==> config.mk <==
export PLATFORM = sky130hd
export DESIGN_NAME = mecanum_wheel_pid_velocity_loop_unit
export DESIGN_NICKNAME = d
export VERILOG_FILES = /design/src/design/mwpv_pkg.sv /design/src/design/mwpv_mul.sv /design/src/design/mwpv_div.sv /design/src/design/mecanum_wheel_pid_velocity_loop_unit.sv
export SDC_FILE = /design/constraint.sdc
export NUM_CORES = 2
export LEC_CHECK = 0
export ABC_AREA = 0
export BUFFER_PORTS_ARGS = -buffer_cell sky130_fd_sc_hd__buf_2
export CAP_MARGIN = 10
export CORE_MARGIN = 2
export CORE_UTILIZATION = 50
export DETAILED_ROUTE_END_ITERATION = 10
export GPL_TIMING_DRIVEN = 0
export PLACE_DENSITY_LB_ADDON = 0.1
export SLEW_MARGIN = 20
export SYNTH_ARGS = -nofsm -noshare
export SYNTH_HDL_FRONTEND = slang
export SYNTH_SLANG_ARGS = --single-unit
==> constraint.sdc <==
create_clock -name i_clk -period 25.7 [get_ports i_clk]
set_input_delay 1.285 -clock i_clk [delete_from_list [all_inputs] [get_ports i_clk]]
set_output_delay 1.285 -clock i_clk [all_outputs]
set_load 0.02 [all_outputs]
==> src/design/mwpv_pkg.sv <==
// Shared constants, types and helpers for the mecanum wheel velocity loop.
package mwpv_pkg;

    localparam int FRAC_BITS  = 16;
    localparam int DT_FRAC    = 24;
    localparam int GAIN_FRAC  = 8;
    localparam int OUT_W      = 21;
    localparam int WHEELS     = 4;

    localparam logic [2:0] REG_GAIN_ONE   = 3'd0;
    localparam logic [2:0] REG_GAIN_TWO   = 3'd1;
    localparam logic [2:0] REG_GAIN_THREE = 3'd2;
    localparam logic [2:0] REG_GAIN_FOUR  = 3'd3;
    localparam logic [2:0] REG_INT_UPPER  = 3'd4;
    localparam logic [2:0] REG_INT_LOWER  = 3'd5;
    localparam logic [2:0] REG_INV_RADIUS = 3'd6;
    localparam logic [2:0] REG_BASE_SUM   = 3'd7;

    localparam logic signed [31:0] EFFORT_LIMIT = 32'sd655360;

    typedef enum logic [3:0] {
        ST_IDLE,
        ST_SW,       // s * wz
        ST_ROW,      // row sum and radius scaling
        ST_DES,
        ST_INC,      // e * dt
        ST_DIV,      // derivative divide
        ST_KP,
        ST_KI,
        ST_KD,
        ST_EFF,
        ST_OUT
    } t_state;

    function automatic logic signed [31:0] sat32(input logic signed [65:0] v);
        if (v > 66'sh0_7FFF_FFFF)
            return 32'sh7FFF_FFFF;
        else if (v < -66'sh0_8000_0000)
            return 32'sh8000_0000;
        else
            return v[31:0];
    endfunction

endpackage

==> src/design/mwpv_mul.sv <==
// Bit-serial signed multiplier: one multiplier bit per cycle, 33x33 to 66 bits.
module mwpv_mul (
    input  logic                i_clk,
    input  logic                i_rst_n,
    input  logic                i_start,
    input  logic signed [32:0]  i_a,
    input  logic signed [32:0]  i_b,
    output logic                o_done,
    output logic signed [65:0]  o_p
);
    import mwpv_pkg::*;

    logic signed [65:0] r_acc, n_acc;
    logic signed [65:0] r_mcand, n_mcand;
    logic [32:0]        r_mplier, n_mplier;
    logic [5:0]         r_cnt, n_cnt;
    logic               r_busy, n_busy;
    logic               r_done, n_done;

    always_comb begin
        n_acc    = r_acc;
        n_mcand  = r_mcand;
        n_mplier = r_mplier;
        n_cnt    = r_cnt;
        n_busy   = r_busy;
        n_done   = 1'b0;
        if (i_start) begin
            n_acc    = '0;
            n_mcand  = 66'(i_a);
            n_mplier = i_b;
            n_cnt    = '0;
            n_busy   = 1'b1;
        end else if (r_busy) begin
            // top bit of the multiplier carries negative weight
            if (r_mplier[0]) begin
                if (r_cnt == 6'd32)
                    n_acc = r_acc - r_mcand;
                else
                    n_acc = r_acc + r_mcand;
            end
            n_mcand  = r_mcand <<< 1;
            n_mplier = r_mplier >> 1;
            n_cnt    = r_cnt + 6'd1;
            if (r_cnt == 6'd32) begin
                n_busy = 1'b0;
                n_done = 1'b1;
            end
        end
    end

    always_ff @(posedge i_clk) begin
        if (!i_rst_n) begin
            r_busy <= 1'b0;
            r_done <= 1'b0;
            r_cnt  <= '0;
        end else begin
            r_busy <= n_busy;
            r_done <= n_done;
            r_cnt  <= n_cnt;
        end
        r_acc    <= n_acc;
        r_mcand  <= n_mcand;
        r_mplier <= n_mplier;
    end

    assign o_done = r_done;
    assign o_p    = r_acc;

endmodule

==> src/design/mwpv_div.sv <==
// Restoring divider, one quotient bit per cycle; quotient truncated toward zero.
module mwpv_div (
    input  logic                i_clk,
    input  logic                i_rst_n,
    input  logic                i_start,
    input  logic signed [57:0]  i_num,
    input  logic        [31:0]  i_den,      // positive
    output logic                o_done,
    output logic signed [57:0]  o_quo
);
    import mwpv_pkg::*;

    logic [57:0] r_q, n_q;
    logic [32:0] r_rem, n_rem;
    logic [31:0] r_den, n_den;
    logic        r_neg, n_neg;
    logic [5:0]  r_cnt, n_cnt;
    logic        r_busy, n_busy;
    logic        r_done, n_done;
    logic [33:0] trial;

    always_comb begin
        n_q    = r_q;
        n_rem  = r_rem;
        n_den  = r_den;
        n_neg  = r_neg;
        n_cnt  = r_cnt;
        n_busy = r_busy;
        n_done = 1'b0;
        trial  = {r_rem, r_q[57]} - {2'b00, r_den};
        if (i_start) begin
            n_neg  = i_num[57];
            n_q    = i_num[57] ? 58'(-i_num) : 58'(i_num);
            n_rem  = '0;
            n_den  = i_den;
            n_cnt  = '0;
            n_busy = 1'b1;
        end else if (r_busy) begin
            if (!trial[33]) begin
                n_rem = trial[32:0];
                n_q   = {r_q[56:0], 1'b1};
            end else begin
                n_rem = {r_rem[31:0], r_q[57]};
                n_q   = {r_q[56:0], 1'b0};
            end
            n_cnt = r_cnt + 6'd1;
            if (r_cnt == 6'd57) begin
                n_busy = 1'b0;
                n_done = 1'b1;
            end
        end
    end

    always_ff @(posedge i_clk) begin
        if (!i_rst_n) begin
            r_busy <= 1'b0;
            r_done <= 1'b0;
            r_cnt  <= '0;
        end else begin
            r_busy <= n_busy;
            r_done <= n_done;
            r_cnt  <= n_cnt;
        end
        r_q   <= n_q;
        r_rem <= n_rem;
        r_den <= n_den;
        r_neg <= n_neg;
    end

    assign o_done = r_done;
    assign o_quo  = r_neg ? 58'(-$signed(r_q)) : $signed(r_q);

endmodule

==> src/design/mecanum_wheel_pid_velocity_loop_unit.sv <==
// Top level: mecanum inverse kinematics and four PID loops on serial arithmetic.
// Sequence from an input beat to o_valid: s * wz, then per wheel five multiplies on the
//   shared bit-serial multiplier, one divide on the bit-serial divider and a state each
//   for the error and the effort, then the ST_OUT state raises o_valid. One item at a
//   time: the next beat is taken the cycle after the result beat. A non-positive time
//   step is dropped with no result and ready stays high.
// Reset (synchronous, active low) clears control state, the PID state and
//   loads the register defaults.
module mecanum_wheel_pid_velocity_loop_unit (
    input  logic               i_clk,
    input  logic               i_rst_n,
    input  logic               i_valid,
    output logic               o_ready,
    input  logic signed [31:0] i_turn_rate,
    input  logic signed [31:0] i_forward_speed,
    input  logic signed [31:0] i_side_speed,
    input  logic signed [31:0] i_time_step,
    input  logic signed [31:0] i_speed_wheel_one,
    input  logic signed [31:0] i_speed_wheel_two,
    input  logic signed [31:0] i_speed_wheel_three,
    input  logic signed [31:0] i_speed_wheel_four,
    output logic               o_valid,
    input  logic               i_ready,
    output logic signed [20:0] o_effort_one,
    output logic signed [20:0] o_effort_two,
    output logic signed [20:0] o_effort_three,
    output logic signed [20:0] o_effort_four,
    input  logic               i_cfg_we,
    input  logic [2:0]         i_cfg_index,
    input  logic [47:0]        i_cfg_data
);
    import mwpv_pkg::*;

    logic [47:0]        r_gain [WHEELS];
    logic signed [31:0] r_upper, r_lower;
    logic [31:0]        r_inv_r, r_base;
    logic signed [31:0] r_integ [WHEELS];
    logic signed [31:0] r_lerr  [WHEELS];

    logic signed [31:0] r_wz, r_vx, r_vy, r_dt;
    logic signed [31:0] r_meas [WHEELS];
    logic signed [31:0] r_sw, r_e, r_inew, r_der;
    logic signed [48:0] r_acc;
    logic signed [20:0] r_eff [WHEELS];
    logic [1:0]         r_w;
    logic               r_ovalid;

    t_state r_st, n_st;
    logic   mul_start, div_start;
    logic signed [32:0] mul_a, mul_b;
    logic   mul_done, div_done;
    logic signed [65:0] mul_p;
    logic signed [57:0] div_q;
    logic   r_go;   // first cycle of a state launches its unit

    mwpv_mul u_mul (
        .i_clk(i_clk), .i_rst_n(i_rst_n), .i_start(mul_start),
        .i_a(mul_a), .i_b(mul_b), .o_done(mul_done), .o_p(mul_p)
    );

    mwpv_div u_div (
        .i_clk(i_clk), .i_rst_n(i_rst_n), .i_start(div_start),
        .i_num(58'(($signed(66'(r_e)) - 66'(r_lerr[r_w])) <<< DT_FRAC)),
        .i_den(r_dt), .o_done(div_done), .o_quo(div_q)
    );

    logic signed [31:0] row, des, eri, sum_i, kp, ki, kd, effv;
    logic signed [65:0] row_x, sh_eff;
    logic signed [47:0] g;
    logic               accept;

    assign accept  = i_valid && o_ready;
    assign o_ready = (r_st == ST_IDLE) && !r_ovalid;

    always_comb begin
        g     = r_gain[r_w];
        kp    = 32'($signed(g[47:32]));
        ki    = 32'($signed(g[31:16]));
        kd    = 32'($signed(g[15:0]));
        case (r_w)
            2'd0:    row_x = 66'(r_vx) - 66'(r_sw) - 66'(r_vy);
            2'd1:    row_x = 66'(r_vx) + 66'(r_sw) + 66'(r_vy);
            2'd2:    row_x = 66'(r_vx) + 66'(r_sw) - 66'(r_vy);
            default: row_x = 66'(r_vx) - 66'(r_sw) + 66'(r_vy);
        endcase
        row   = sat32(row_x);
        des   = sat32(mul_p >>> FRAC_BITS);
        eri   = sat32(mul_p >>> DT_FRAC);
        sum_i = sat32(66'(r_integ[r_w]) + 66'(eri));
        if (sum_i > r_upper) sum_i = r_upper;
        if (sum_i < r_lower) sum_i = r_lower;
        sh_eff = 66'(r_acc) >>> GAIN_FRAC;
        if (sh_eff > 66'(EFFORT_LIMIT))       effv = EFFORT_LIMIT;
        else if (sh_eff < -66'(EFFORT_LIMIT)) effv = -EFFORT_LIMIT;
        else                                  effv = sh_eff[31:0];

        mul_a     = '0;
        mul_b     = '0;
        mul_start = 1'b0;
        div_start = 1'b0;
        n_st      = r_st;
        case (r_st)
            ST_IDLE: if (accept && i_time_step > 0) n_st = ST_SW;
            ST_SW: begin
                mul_a = {1'b0, r_base}; mul_b = 33'(r_wz);
                mul_start = r_go;
                if (mul_done) n_st = ST_ROW;
            end
            ST_ROW: begin
                mul_a = {1'b0, r_inv_r}; mul_b = 33'(row);
                mul_start = r_go;
                if (mul_done) n_st = ST_DES;
            end
            ST_DES: n_st = ST_INC;
            ST_INC: begin
                mul_a = 33'(r_e); mul_b = 33'(r_dt);
                mul_start = r_go;
                if (mul_done) n_st = ST_DIV;
            end
            ST_DIV: begin
                div_start = r_go;
                if (div_done) n_st = ST_KP;
            end
            ST_KP: begin
                mul_a = 33'(kp); mul_b = 33'(r_e);
                mul_start = r_go;
                if (mul_done) n_st = ST_KI;
            end
            ST_KI: begin
                mul_a = 33'(ki); mul_b = 33'(r_inew);
                mul_start = r_go;
                if (mul_done) n_st = ST_KD;
            end
            ST_KD: begin
                mul_a = 33'(kd); mul_b = 33'(r_der);
                mul_start = r_go;
                if (mul_done) n_st = ST_EFF;
            end
            ST_EFF:  n_st = (r_w == 2'd3) ? ST_OUT : ST_ROW;
            ST_OUT:  n_st = ST_IDLE;
            default: n_st = ST_IDLE;
        endcase
    end

    always_ff @(posedge i_clk) begin
        if (!i_rst_n) begin
            r_st     <= ST_IDLE;
            r_go     <= 1'b0;
            r_ovalid <= 1'b0;
            r_w      <= '0;
            r_upper  <= 32'sd65536;
            r_lower  <= -32'sd65536;
            r_inv_r  <= 32'd65536;
            r_base   <= 32'd65536;
            for (int k = 0; k < WHEELS; k++) begin
                r_gain[k]  <= '0;
                r_integ[k] <= '0;
                r_lerr[k]  <= '0;
            end
        end else begin
            r_st <= n_st;
            r_go <= (n_st != r_st);
            if (o_valid && i_ready) r_ovalid <= 1'b0;
            if (i_cfg_we) begin
                case (i_cfg_index)
                    REG_GAIN_ONE:   r_gain[0] <= i_cfg_data;
                    REG_GAIN_TWO:   r_gain[1] <= i_cfg_data;
                    REG_GAIN_THREE: r_gain[2] <= i_cfg_data;
                    REG_GAIN_FOUR:  r_gain[3] <= i_cfg_data;
                    REG_INT_UPPER:  r_upper   <= i_cfg_data[31:0];
                    REG_INT_LOWER:  r_lower   <= i_cfg_data[31:0];
                    REG_INV_RADIUS: r_inv_r   <= i_cfg_data[31:0];
                    REG_BASE_SUM:   r_base    <= i_cfg_data[31:0];
                    default: ;
                endcase
            end
            case (r_st)
                ST_IDLE: r_w <= '0;
                ST_SW:   if (mul_done) r_sw <= sat32(mul_p >>> FRAC_BITS);
                ST_DES:  r_e <= sat32(66'(des) - 66'(r_meas[r_w]));
                ST_INC:  if (mul_done) r_inew <= sum_i;
                ST_DIV:  if (div_done) r_der <= sat32(66'(div_q));
                ST_KP:   if (mul_done) r_acc <= 49'(mul_p);
                ST_KI:   if (mul_done) r_acc <= r_acc + 49'(mul_p);
                ST_KD:   if (mul_done) r_acc <= r_acc + 49'(mul_p);
                ST_EFF: begin
                    r_eff[r_w]   <= effv[20:0];
                    r_integ[r_w] <= r_inew;
                    r_lerr[r_w]  <= r_e;
                    r_w          <= r_w + 2'd1;
                end
                ST_OUT:  r_ovalid <= 1'b1;
                default: ;
            endcase
        end
        // desired speed held in r_sw slot reuse avoided: keep in r_e path
        if (accept) begin
            r_wz <= i_turn_rate;
            r_vx <= i_forward_speed;
            r_vy <= i_side_speed;
            r_dt <= i_time_step;
            r_meas[0] <= i_speed_wheel_one;
            r_meas[1] <= i_speed_wheel_two;
            r_meas[2] <= i_speed_wheel_three;
            r_meas[3] <= i_speed_wheel_four;
        end
    end

    assign o_valid        = r_ovalid;
    assign o_effort_one   = r_eff[0];
    assign o_effort_two   = r_eff[1];
    assign o_effort_three = r_eff[2];
    assign o_effort_four  = r_eff[3];

endmodule

After elaboration in Yosys (flattened, before gate mapping)
Memories as Yosys holds them, arrays and structs flattened. A register that Yosys moved wholly into a read port is not among the register bits.
Index checks and enable logic that the tools add are counted.
{"block": "op_classes", "reduce_logical": 31, "n_eq_ne": 25, "n_addsub": 18, "n_mux": 94, "order_cmp": 17, "bitwise_logic": 7}
{"operator": "two-way mux 32 bit", "count": 14}
{"operator": "one-hot mux 33 bit (6 select lines)", "count": 2}
{"operator": "two-way mux 58 bit", "count": 4}
{"operator": "two-way mux 66 bit", "count": 3}
{"operator": "one-hot mux 66 bit (3 select lines)", "count": 1}
{"operator": "two-way mux 48 bit", "count": 4}
{"operator": "two-way mux 33 bit", "count": 3}
{"operator": "subtractor 32 x 32 -> 33 bit", "count": 3}
{"operator": "two-way mux 49 bit", "count": 2}
{"operator": "one-hot mux 49 bit (2 select lines)", "count": 1}
{"operator": "adder 33 x 32 -> 34 bit", "count": 2}
{"operator": "subtractor 33 x 32 -> 34 bit", "count": 2}
{"operator": "adder 32 x 32 -> 33 bit", "count": 2}
{"operator": "adder 66 bit", "count": 1}
{"operator": "greater-than comparator 33 x 32 -> 1 bit (second input constant)", "count": 2}
{"operator": "greater-than comparator 66 x 32 -> 1 bit (second input constant)", "count": 1}
{"operator": "< comparator 33 x 32 -> 1 bit (second input constant)", "count": 2}
{"operator": "< comparator 66 x 32 -> 1 bit (second input constant)", "count": 1}
{"operator": "subtractor 66 bit", "count": 1}
{"operator": "OR reduction 32 bit", "count": 2}
{"operator": "greater-than comparator 58 x 32 -> 1 bit (second input constant)", "count": 1}
{"operator": "< comparator 58 x 32 -> 1 bit (second input constant)", "count": 1}
{"operator": "negator 57 -> 58 bit", "count": 1}
{"operator": "negator 58 bit", "count": 1}
{"operator": "other kinds (45)", "count": 135}
{"block": "totals", "ram_bits": 660, "mem_count": 5, "register_bits": 746, "output_inout_bits": 86}
{"name": "r_gain", "depth": 4, "width": 48, "read_ports": 1, "rd_ports_with_merged_regs": 1, "wr": 4, "line": "mecanum_wheel_pid_velocity_loop_unit.sv:34", "rtl": "logic [47:0] r_gain [WHEELS];"}
{"name": "r_integ", "depth": 4, "width": 32, "read_ports": 1, "rd_ports_with_merged_regs": 1, "wr": 4, "line": "mecanum_wheel_pid_velocity_loop_unit.sv:37", "rtl": "logic signed [31:0] r_integ [WHEELS];"}
{"name": "r_lerr", "depth": 4, "width": 32, "read_ports": 1, "rd_ports_with_merged_regs": 1, "wr": 4, "line": "mecanum_wheel_pid_velocity_loop_unit.sv:38", "rtl": "logic signed [31:0] r_lerr [WHEELS];"}
{"name": "r_meas", "depth": 4, "width": 32, "read_ports": 1, "rd_ports_with_merged_regs": 1, "wr": 4, "line": "mecanum_wheel_pid_velocity_loop_unit.sv:41", "rtl": "logic signed [31:0] r_meas [WHEELS];"}
{"name": "r_eff", "depth": 4, "width": 21, "read_ports": 4, "rd_ports_with_merged_regs": 0, "wr": 1, "line": "mecanum_wheel_pid_velocity_loop_unit.sv:44", "rtl": "logic signed [20:0] r_eff [WHEELS];"}

Logic depth before layout (Yosys ltp)
{"block": "logic_depth", "word_depth": 11, "ltp_mapped": 50, "ltp_nobuf": 44}

Modules after synthesis
From an unflattened synthesis, not the netlist that was laid out.
{"block": "unflattened", "cells_unflattened": 8005, "hier_area_um2": 84642.4}
{"mod": "mecanum_wheel_pid_velocity_loop_unit", "n_inst": 1, "cells_per_inst": 5549, "area_each_um2": 63211.9, "seq_area_each_um2": 31740.4}
{"mod": "mwpv_mul", "n_inst": 1, "cells_per_inst": 1357, "area_each_um2": 11881.4, "seq_area_each_um2": 4454.3}
{"mod": "mwpv_div", "n_inst": 1, "cells_per_inst": 1099, "area_each_um2": 9549.2, "seq_area_each_um2": 3553.4}

Worst setup path after synthesis
No wires, ideal clock.
{"block": "synth_path", "kind": "flip-flop to flip-flop", "startpoint": "register (tool-made name)", "endpoint": "register r_inew[10] (data pin)", "synth_period_minus_slack_ns": 10.337, "required_ns": 25.440, "n_path_buf": 8, "slack_ns": 15.363, "setup_time_ns": 0.260, "t_arrival_ns": 10.077, "path_stages_with_launch": 45, "path_cell_list": "dfxtp_1 clkbuf_1 buf_1 buf_1 mux4_2 ha_1 fa_1 a21o_1 a21oi_1 o211ai_1 a21oi_1 nor3b_1 a221o_1 a31oi_1 a31oi_1 nor2_1 clkbuf_1 buf_1 (+9 left out) o211a_1 clkbuf_1 clkbuf_1 mux2_2 ha_1 nor2b_1 o21ai_0 nand2b_1 a21oi_1 nor2b_1 o21ai_0 nand3b_1 nor3_1 nor2_1 a21oi_1 a31o_2 clkbuf_1 mux2_2"}
{"item": "to (signal assigned)", "line": "mecanum_wheel_pid_velocity_loop_unit.sv:181", "rtl": "ST_INC: if (mul_done) r_inew <= sum_i;"}
{"item": "to (decl)", "line": "mecanum_wheel_pid_velocity_loop_unit.sv:42", "rtl": "logic signed [31:0] r_sw, r_e, r_inew, r_der;"}

==> impl_metrics.yaml <==
run_status:
  status: "complete, no violations"
place:
  dp_cells: 10540
  globalplace.congestion: 1.022
  portBuffers: 394
  hpwl_um: 226100
setup_path:
  cp-end-kind: "flip-flop"
  cpPeakStageDelay_ns: 0.78
  critPathSlowestCell: "buf_1"
  crit_arrival_ns: 14.38
  required_ns: 26.24
  critical_path_class: "flip-flop to flip-flop"
  crit_path_max_fanout: 10
  startpoint_type: "flip-flop"
clock_tree:
  clk_pin_slew_worst_paths_ns: 0.06
  cts_setup_buffers: 0
  cts_htree_levels: 4
  cts_resized: 0
  cts_sinks: 1408
  cts_hold_buf: 0
  cts_buffers: 155
  root_buffer: "clkbuf_16"
  cts_tree: "yes"
  cts_buffer_depth: 3
  clk_latency_ns: 0.82
floorplan:
  die_y_um: 410.4
  start_util: 0.5022
  die_width_um: 410.4
  io_pins: 398
  die-area_um2: 168400
  row_count: 149
  core_area_um2: 164400
power_and_ir_drop:
  p_int_mw: 5.370
  switchingPower_mw: 3.408
  seqPwrFrac: 0.335
  cellLeakagePower_nw: 35.31
  cellPowerDensity_nw_per_um2: 94.05
  switching_share: 0.3882
  finalPower_mw: 8.778
  vdd_ir_drop_max_mv: 0.07425
  p_comb_frac: 0.406
  clkPwrFrac: 0.259
timing:
  fin_skew_ns: 0.03040
  final.min_clock_period_ns: 13.84
  setup_viol: 0
  setup_tns_ns: 0
  tightest_slew_ns: 1.252
  slew_headroom: 0.1656
  slew_violations: 0
  rsz0062_at_grt: "false"
  hold_slack_ns: 0.4603
  finalHoldViolCount: 0
  fmaxAchievable_mhz: 72.27
  period_share: 0.5384
synth:
  synth.distinct_cells: 92
  synth_area_leaders: "edfxtp_1 42%, ha_1 6.8%, dfxtp_1 6.1%"
  syn_avg_cell_area_um2: 10.43
  synth_top_area_frac: 0.4200
  synth-seq-area-share: 0.4813
  yosys_warnings: 0
  netlist_instances: 7917
  synth_async_sr_flop_share: 0
  synth_edf_count: 1155
  synth_common_cells: "1,155 x edfxtp_1, 768 x nand2_1, 582 x nor2_1, 512 x a21oi_1, 495 x o21ai_0"
  ys_seq_elements: 1408
  synth_nets: 8685
  yosys.cell_count.top_type: "edfxtp_1"
  synth_ff_type: "edfxtp_1"
  yosysTopAreaCell: "edfxtp_1"
  netlist_area_um2: 82580
global_route:
  grt_max_degree: 61
  grt_pass1_vias: 62430
  track_usage: 0.3396
  grt_pass1_wl_um: 418400
  overflow: 0
  antenna_found_initial: 33
route:
  remaining_drc_errors: 0
  drt_iter0_drc: 7555
  wl_per_cell_um: 26.88
  routed_via_density: 6.080
  routed_wl_um: 291300
  vias: 65880
  antenna_left: 0
  dr.pass1.iters: 10
layout:
  syn_to_final_growth_pct: 13.02
  drive_above_1_share: 0.1122
  layoutNonFillerInstCount: 10840
  num-nets-final: 9276
hold_path:
  min_path_type: "flip-flop to flip-flop"
run:
  cap_violations: 0
path summary, 6_finish.rpt:
check,slack (ns),end,cells past startpoint,start
setup / recovery,11.86,r_inew[14],45,flip-flop
hold / removal,0.46,r_base[10],2,r_base[10]
setup reg to reg,11.86,r_inew[14],45,flip-flop
hold reg to reg,0.46,r_base[10],2,r_base[10]
worst max-delay path: cells and delay by family, from the launching register on:
family / cells / cell delay [ns]
DFF: 1 / 0.31
and+or+nand+nor: 13 / 2.31
AOI/OAI and AO/OA: 17 / 3.58
muxes: 3 / 1.48
adders and majority gates: 4 / 1.27
buffers and inverters: 8 / 4.59
state kept, by name (all words and copies together) (netlist names), 33 cells and up, named ones only:
name            flops
r_integ           128
r_lerr            128
r_acc              49
u_div.r_q          58
r_eff              84
u_mul.r_mcand      66
u_mul.o_p          66
u_div.r_rem        33
r_gain            192
u_mul.r_mplier     33
r_meas            128
routing by layer:
metal	vias up	part of all wire	global-route usage
met4	18	0.048	0.1469
met3	517	0.093	0.06701
met2	2832	0.45	0.5311
met5	-	0.00035	0
li1	30260	-	-
met1	32260	0.41	0.4593
cell families after synthesis:
logic type | count (synthesis) | share of synthesized area
and+or+nand+nor | 2577 | 0.1535
AOI/OAI and AO/OA | 1987 | 0.1540
DFF | 1408 | 0.4813
buffers and inverters | 720 | 0.03330
xor gates and xnor gates | 528 | 0.05600
adders and majority gates | 462 | 0.07073
muxes | 235 | 0.05108
placed cells by master (no fill, tap or decap), types with 84 or more instances in the layout:
master     instances
a21boi_0         123
a21o_1           211
a21oi_1          512
and2_1           447
and3_1            98
buf_2            401
clkbuf_1         367
clkbuf_16        158
dfxtp_1          253
edfxtp_1        1155
ha_1             446
inv_1            330
mux4_2           144
nand2_1          766
nand2b_1          84
nand3_1          106
nand4_1           94
nor2_1           582
nor3_1            93
o21ai_0          493
xnor2_1          323
xor2_1           205
layout make-up:
cell class,count,area [um^2]
Clock inverter,101,1028
Tap cell,2189,2739
Buffer,390,1525
Clock buffer,187,4113
Antenna cell,7,17.52
Timing Repair Buffer,434,2663
Fill cell,14360,71100
Multi-Input combinational cell,5789,40260
Inverter,330,1239
Sequential cell,1408,39750
power by group through the flow:
| stage | Combinational (mW) | Clock, mW | Sequential [mW] |
|---|---|---|---|
| 3_5_place_dp | 3.48 | 0 | 2.97 |
| 5_1_grt | 3.90 | 2.38 | 2.94 |
| 3_3_place_gp | 3.43 | 0 | 2.98 |
| 2_1_floorplan | 2.47 | 0 | 2.81 |
| 4_1_cts | 3.51 | 2.30 | 2.92 |
| 6_report | 3.56 | 2.27 | 2.94 |
stage by stage:
| stage | setup WS [ns] | utilization | cell area [um^2] |
|---|---|---|---|
| after global placement | 11.51 | 0.5308 | 87290 |
| after floorplan | 15.36 | - | 82580 |
| after global routing | 11.16 | 0.5675 | 93320 |
| after CTS | 11.99 | 0.5675 | 93310 |
| final | 11.86 | 0.5676 | 93330 |
| after detailed placement | 12.03 | 0.5362 | 88170 |
Note: power is estimated with default switching activity, not from simulation.
